File: src/hdl/spq_pkg.sv
// spq_pkg: shared constants, controller states and command struct
// for the sorted priority queue unit; no dependencies
`default_nettype none

package spq_pkg;

	localparam int DEPTH = 16;
	localparam int CNT_W = $clog2(DEPTH + 1);
	localparam int DATA_W = 32;

	localparam logic MODE_INSERT = 1'b0;
	localparam logic MODE_REMOVE = 1'b1;

	typedef enum logic {
		ST_IDLE,
		ST_EXEC
	} spq_state_t;

	typedef struct packed {
		logic load;
		logic exec;
	} spq_cmd_t;

endpackage

`default_nettype wire

File: src/hdl/spq_datapath.sv
// spq_datapath: operand registers and sorted compare-and-shift entry array
// depends on spq_pkg
`default_nettype none

module spq_datapath
	import spq_pkg::*;
(
	input  wire logic                     clk,
	input  wire logic                     arst_n,
	input  wire spq_cmd_t                 cmd,
	input  wire logic                     mode,
	input  wire logic signed [DATA_W-1:0] data_value,
	input  wire logic signed [DATA_W-1:0] priority_key,
	output logic signed [DATA_W-1:0]      head_data,
	output logic signed [DATA_W-1:0]      head_priority,
	output logic                          is_empty,
	output logic [CNT_W-1:0]              entry_count,
	output logic                          dropped
);

	logic                     mode_q;
	logic signed [DATA_W-1:0] dval_q;
	logic signed [DATA_W-1:0] key_q;
	logic signed [DATA_W-1:0] data_q [DEPTH];
	logic signed [DATA_W-1:0] prio_q [DEPTH];
	logic signed [DATA_W-1:0] data_d [DEPTH];
	logic signed [DATA_W-1:0] prio_d [DEPTH];
	logic [CNT_W-1:0]         count_q;
	logic [CNT_W-1:0]         count_d;
	logic                     drop_q;
	logic                     drop_d;
	logic [DEPTH-1:0]         stay;
	logic                     full;

	// operand capture on transfer
	always_ff @(posedge clk) begin
		if (cmd.load) begin
			mode_q <= mode;
			dval_q <= data_value;
			key_q  <= priority_key;
		end
	end

	// per-cell compare: entry stays when held and its priority is not above the key
	always_comb begin
		for (int i = 0; i < DEPTH; i++) begin
			stay[i] = (CNT_W'(i) < count_q) && (prio_q[i] <= key_q);
		end
	end

	assign full = (count_q == CNT_W'(DEPTH));

	// next state of the array: insert shifts up past the slot, remove shifts down
	always_comb begin
		count_d = count_q;
		drop_d  = 1'b0;
		for (int i = 0; i < DEPTH; i++) begin
			data_d[i] = data_q[i];
			prio_d[i] = prio_q[i];
		end
		if (mode_q == MODE_INSERT) begin
			if (full) begin
				drop_d = 1'b1;
			end else begin
				count_d = count_q + 1'b1;
				if (!stay[0]) begin
					data_d[0] = dval_q;
					prio_d[0] = key_q;
				end
				for (int i = 1; i < DEPTH; i++) begin
					if (!stay[i]) begin
						if (stay[i-1]) begin
							data_d[i] = dval_q;
							prio_d[i] = key_q;
						end else begin
							data_d[i] = data_q[i-1];
							prio_d[i] = prio_q[i-1];
						end
					end
				end
			end
		end else if (count_q != '0) begin
			count_d = count_q - 1'b1;
			for (int i = 0; i < DEPTH - 1; i++) begin
				data_d[i] = data_q[i+1];
				prio_d[i] = prio_q[i+1];
			end
		end
	end

	// entry array, no reset: only entries below the count are ever shown
	always_ff @(posedge clk) begin
		if (cmd.exec) begin
			for (int i = 0; i < DEPTH; i++) begin
				data_q[i] <= data_d[i];
				prio_q[i] <= prio_d[i];
			end
		end
	end

	// count and drop flag
	always_ff @(posedge clk or negedge arst_n) begin
		if (!arst_n) begin
			count_q <= '0;
			drop_q  <= 1'b0;
		end else if (cmd.exec) begin
			count_q <= count_d;
			drop_q  <= drop_d;
		end
	end

	// result fields straight from state
	assign is_empty      = (count_q == '0);
	assign head_data     = is_empty ? '0 : data_q[0];
	assign head_priority = is_empty ? '0 : prio_q[0];
	assign entry_count   = count_q;
	assign dropped       = drop_q;

endmodule

`default_nettype wire

File: src/hdl/spq_ctrl.sv
// spq_ctrl: two-state controller sequencing operand capture, execute and result strobe
// depends on spq_pkg
`default_nettype none

module spq_ctrl
	import spq_pkg::*;
(
	input  wire logic clk,
	input  wire logic arst_n,
	input  wire logic start,
	output logic      busy,
	output logic      done,
	output spq_cmd_t  cmd
);

	spq_state_t state_q;
	spq_state_t state_d;
	logic       done_q;

	// state register and result strobe
	always_ff @(posedge clk or negedge arst_n) begin
		if (!arst_n) begin
			state_q <= ST_IDLE;
			done_q  <= 1'b0;
		end else begin
			state_q <= state_d;
			done_q  <= (state_q == ST_EXEC);
		end
	end

	// next state and commands
	always_comb begin
		state_d  = state_q;
		cmd.load = 1'b0;
		cmd.exec = 1'b0;
		busy     = 1'b0;
		case (state_q)
			ST_IDLE: begin
				if (start) begin
					cmd.load = 1'b1;
					state_d  = ST_EXEC;
				end
			end
			ST_EXEC: begin
				busy     = 1'b1;
				cmd.exec = 1'b1;
				state_d  = ST_IDLE;
			end
			default: begin
				state_d = ST_IDLE;
			end
		endcase
	end

	assign done = done_q;

endmodule

`default_nettype wire

File: src/hdl/sorted_priority_queue_unit.sv
// sorted_priority_queue_unit: top level of the min-first sorted priority queue
// depends on spq_pkg, spq_ctrl, spq_datapath
//
// channel   signals                                          direction  timing
// command   start, busy, mode, data_value, priority_key      in         transfer on start && !busy
// result    done, head_data, head_priority, is_empty,        out        one-cycle strobe on done
//           entry_count, dropped
//
// each item has operand capture at the transfer edge, then the execute state, in
// which all sixteen cells compare against the key and shift in parallel.
// done rises the cycle after that; a new start is taken in that same cycle.
// reset clears the count, drop flag and controller only; no clearing pass is needed.
// the result receiver cannot stall; fields hold until the next item executes.
`default_nettype none

module sorted_priority_queue_unit
	import spq_pkg::*;
(
	input  wire logic                     clk,
	input  wire logic                     arst_n,
	input  wire logic                     start,
	output logic                          busy,
	input  wire logic                     mode,
	input  wire logic signed [DATA_W-1:0] data_value,
	input  wire logic signed [DATA_W-1:0] priority_key,
	output logic                          done,
	output logic signed [DATA_W-1:0]      head_data,
	output logic signed [DATA_W-1:0]      head_priority,
	output logic                          is_empty,
	output logic [CNT_W-1:0]              entry_count,
	output logic                          dropped
);

	spq_cmd_t cmd;

	// sequencing
	spq_ctrl u_ctrl (
		.clk    (clk),
		.arst_n (arst_n),
		.start  (start),
		.busy   (busy),
		.done   (done),
		.cmd    (cmd)
	);

	// entry storage and compare-and-shift
	spq_datapath u_datapath (
		.clk           (clk),
		.arst_n        (arst_n),
		.cmd           (cmd),
		.mode          (mode),
		.data_value    (data_value),
		.priority_key  (priority_key),
		.head_data     (head_data),
		.head_priority (head_priority),
		.is_empty      (is_empty),
		.entry_count   (entry_count),
		.dropped       (dropped)
	);

endmodule

`default_nettype wire

File: config.mk
export PLATFORM = sky130hd
export DESIGN_NAME = sorted_priority_queue_unit
export DESIGN_NICKNAME = d
export VERILOG_FILES = /design/src/hdl/spq_pkg.sv /design/src/hdl/spq_datapath.sv /design/src/hdl/spq_ctrl.sv /design/src/hdl/sorted_priority_queue_unit.sv
export SDC_FILE = /design/constraint.sdc
export NUM_CORES = 2
export LEC_CHECK = 0
export BUFFER_PORTS_ARGS = -buffer_cell sky130_fd_sc_hd__buf_2
export CAP_MARGIN = 5
export CORE_MARGIN = 1.5
export CORE_UTILIZATION = 55
export DETAILED_ROUTE_END_ITERATION = 12
export PLACE_DENSITY = 0.74
export SETUP_SLACK_MARGIN = 0.3
export SYNTH_ARGS = -nofsm -noshare
export SYNTH_HDL_FRONTEND = slang
export SYNTH_HIERARCHICAL = 1
export SYNTH_SLANG_ARGS = --single-unit
File: constraint.sdc
create_clock -name clk -period 5.1 [get_ports clk]
set_input_delay 0.765 -clock clk [delete_from_list [all_inputs] [get_ports clk]]
set_output_delay 0.765 -clock clk [all_outputs]
set_load 0.1 [all_outputs]
==> results.json <==
{
  "slew_viol_final": 0,
  "regArea_um2": 32900,
  "setup_violations": 0,
  "synthFlopType": "edfxtp_1",
  "dieArea_um2": 123000,
  "synth_edf_count": 1089,
  "ir_drop_uv": 440,
  "muxShareOfSynthArea_pct": 6.56,
  "place.gp.congestion": 0.947,
  "io-pin-count": 141,
  "status": "finished, final reports clean",
  "yosysMostFrequentCell": "edfxtp_1",
  "drc": 0,
  "htree_num_levels": 3,
  "cts_sinks": 1097,
  "cts_tree": "yes",
  "synth_warnings": 6,
  "worstPathRequired_ns": 5.58,
  "rsz0062_at_grt": "no",
  "clock_skew_ns": 0.0558,
  "routed_wl_um": 211000,
  "ys_seq_elements": 1097,
  "fill_cells": 9625,
  "routed_via_density": 7.03,
  "cap_violations": 0,
  "synth_cell_type_count": 75,
  "worstSkewPairLatency_ns": 0.76,
  "syn-cell-area_um2": 66600,
  "core_area_um2": 120000,
  "synth_nets": 6829,
  "antenna_found_initial": 6,
  "yosysTopAreaCell": "edfxtp_1",
  "portBuffers": 140,
  "synth_fa_ha_area_share_pct": 9.68,
  "syn_inst": 6246,
  "grt_pass1_wl_um": 321000,
  "clkTransAtPathRegs_ns": 0.06,
  "routed-via-count": 55000,
  "synth-simple-area-share_pct": 13.6,
  "dp_hpwl_um": 141000,
  "postRouteAntennaNets": 0,
  "tns_ns": 0,
  "timing.fmax_ghz": 0.218,
  "root_buffer": "clkbuf_16",
  "start_kind": "register",
  "hold_viol": 0,
  "synth_top_family_by_area": "compound AO/OA/AOI/OAI gates",
  "critPathMaxFanout": 55,
  "max_slew_margin_pct": 23.3,
  "synthesis.area_per_instance_um2": 10.7,
  "grt-ovfl-total": 0,
  "synth-async-reset-ratio_pct": 0.729,
  "multiInputGateArea_um2": 31500,
  "clk_path_buf_depth": 3,
  "worstSetupEndpointType": "register",
  "tightest_slew_ns": 1.15,
  "drive_gt1_share_pct": 9.86,
  "place_area_um2": 69100,
  "min_period_over_period_pct": 90.0,
  "powerDensity_nw_per_um2": 536,
  "wire_per_inst_um": 27.0,
  "die_h_um": 351,
  "synth_area_leaders": "edfxtp_1 (49%), ha_1 (9.7%), nand3_1 (5.8%), mux2i_1 (5.5%), nand2_1 (4.8%)",
  "grt_max_degree": 207,
  "track_usage_pct": 33.6,
  "synth_common_cells": "edfxtp_1 (1089), nand2_1 (843), nand3_1 (772)",
  "crit_type": "register to register",
  "finalInstanceArea_um2": 73200,
  "drt_iter0_markers": 6919,
  "min_path_type": "primary input to register",
  "start_util_pct": 55.5,
  "drt-pass1-iter-count": 8,
  "synth_compound_area_share_pct": 16.9,
  "rows": 127,
  "cts_setup_buffers": 0,
  "syn_to_final_growth_pct": 9.97,
  "die_w_um": 351,
  "p_leak_nw": 27.2,
  "final_nets": 6692,
  "period_minus_slack_ns": 4.59,
  "worstPathArrival_ns": 5.07,
  "cts_inserted_buffers": 116,
  "grt_pass1_vias": 53900,
  "synthXorXnorAreaFrac_pct": 0.0658,
  "ys_seq_area_share_pct": 49.4,
  "synth_top_area_share_pct": 49.1
}
what timing repair did:
item | 4_1_cts | 5_1_grt
resized for setup | 0 | 0
endpoints found under the hold margin | 8 | 0
hold buffers | 1 | 0
layout make-up:
cell class | count | area share (%)
antenna | 2 | 0.00684
tap | 1612 | 2.75
sequential | 1097 | 44.9
clock buffer | 134 | 4.09
inverter | 62 | 0.318
timing repair buffer | 320 | 3.47
multi-input combinational | 4512 | 43.0
clock inverter | 85 | 1.45
where the power goes:
| part | switching, mW | leakage [nW] | internal (mW) | total (mW) |
|---|---|---|---|---|
| registers | 2.01 | 10.4 | 13.2 | 15.2 |
| logic | 10.0 | 14.8 | 4.91 | 14.9 |
| clock network | 3.85 | 1.99 | 5.29 | 9.14 |
| total | 15.9 | 27.2 | 23.4 | 39.3 |
layer usage:
layer | wire length [µm] | GRT usage [%]
met1 | 80100 | 42.5
met2 | 102000 | 56.0
met3 | 16600 | 4.85
met4 | 12200 | 17.8
met5 | 57 | 0
placed cells by master (no fill, tap or decap), types with 6 or more instances in the layout:
| master | count |
|---|---|
| edfxtp_1 | 1089 |
| nand2_1 | 842 |
| nand3_1 | 771 |
| ha_1 | 515 |
| o21ai_0 | 440 |
| mux2i_1 | 364 |
| o311ai_0 | 277 |
| o211ai_1 | 218 |
| a21oi_1 | 206 |
| a32oi_1 | 192 |
| buf_2 | 140 |
| buf_4 | 140 |
| clkbuf_16 | 117 |
| nand4_1 | 109 |
| nor2b_1 | 81 |
| mux2_2 | 64 |
| o311ai_1 | 63 |
| inv_1 | 61 |
| nor2_1 | 55 |
| a21o_1 | 45 |
| buf_12 | 39 |
| a22o_1 | 34 |
| clkinv_2 | 32 |
| o21ai_1 | 24 |
| bufinv_16 | 21 |
| clkinv_1 | 20 |
| a211oi_1 | 20 |
| nor3_1 | 19 |
| clkbuf_1 | 17 |
| and4_1 | 14 |
| o21a_4 | 13 |
| a221oi_1 | 12 |
| nor4_1 | 11 |
| a21boi_0 | 10 |
| and2_1 | 10 |
| dfrtp_1 | 8 |
| o21a_1 | 8 |
| o31ai_1 | 6 |
metrics by stage:
stage	power (mW)	cells	setup slack [ns]	hold slack [ns]	utilization (%)
2_1_floorplan	25.1	6246	0.205	0.469	-
3_3_place_gp	29.4	7602	0.695	0.523	57.6
3_5_place_dp	29.9	7602	0.680	0.541	57.6
4_1_cts	39.0	7822	0.643	0.142	61.0
5_1_grt	41.0	7822	0.391	0.160	61.0
6_report	39.3	7824	0.512	0.175	61.0
path summary, 6_finish.rpt:
| path | to | slack [ns] | startpoint | cells past startpoint |
|---|---|---|---|---|
| max in group asynchronous | u_datapath/entry_count[1]$_DFFE_PN0P_ | 4.23 | arst_n | 2 |
| min in group asynchronous | u_datapath/dropped$_DFFE_PN0P_ | 0.53 | arst_n | 2 |
| min | u_datapath/dval_q[15]$_DFFE_PP_ | 0.17 | data_value[15] | 1 |
| max reg2reg | u_datapath/data_q[0][204]$_DFFE_PP_ | 0.51 | u_datapath/key_q[28]$_DFFE_PP_ | 12 |
| min reg2reg | u_datapath/data_q[1][213]$_DFFE_PP_ | 0.55 | u_datapath/data_q[1][245]$_DFFE_PP_ | 2 |
| max | u_datapath/data_q[0][204]$_DFFE_PP_ | 0.51 | u_datapath/key_q[28]$_DFFE_PP_ | 12 |
sequential cells by signal, indices dropped and copies added, names as in the netlist:
| register | cells |
|---|---|
| u_datapath/prio_q | 512 |
| u_datapath/dropped | 1 |
| u_ctrl/state_q | 1 |
| u_datapath/entry_count | 5 |
| u_datapath/dval_q | 32 |
| u_datapath/key_q | 32 |
| u_datapath/mode_q | 1 |
| u_datapath/data_q | 512 |
| u_ctrl/done | 1 |
logic make-up (layout without fill, tap and decap cells):
logic type | Yosys count | after routing
and+or+nand+nor | 1943 | 1943
adders and majority gates | 515 | 515
muxes | 428 | 428
AOI/OAI and AO/OA | 1621 | 1621
other | 0 | 2
buffers and inverters | 637 | 601
xor gates and xnor gates | 5 | 5
DFF | 1097 | 1097
worst max-delay path, cell delays in order (launching register included):
cell and delay (ns):
edfxtp_1 0.63, inv_1 0.24, ha_1 0.33, nand4_1 0.20
nor4_1 0.70, and2_1 0.26, o31a_1 0.17, o21ai_0 0.16
nand4bb_4 0.14, buf_4 0.36, buf_4 0.67, mux2i_1 0.26
o21ai_0 0.11
Note: power is estimated with default switching activity, not from simulation.
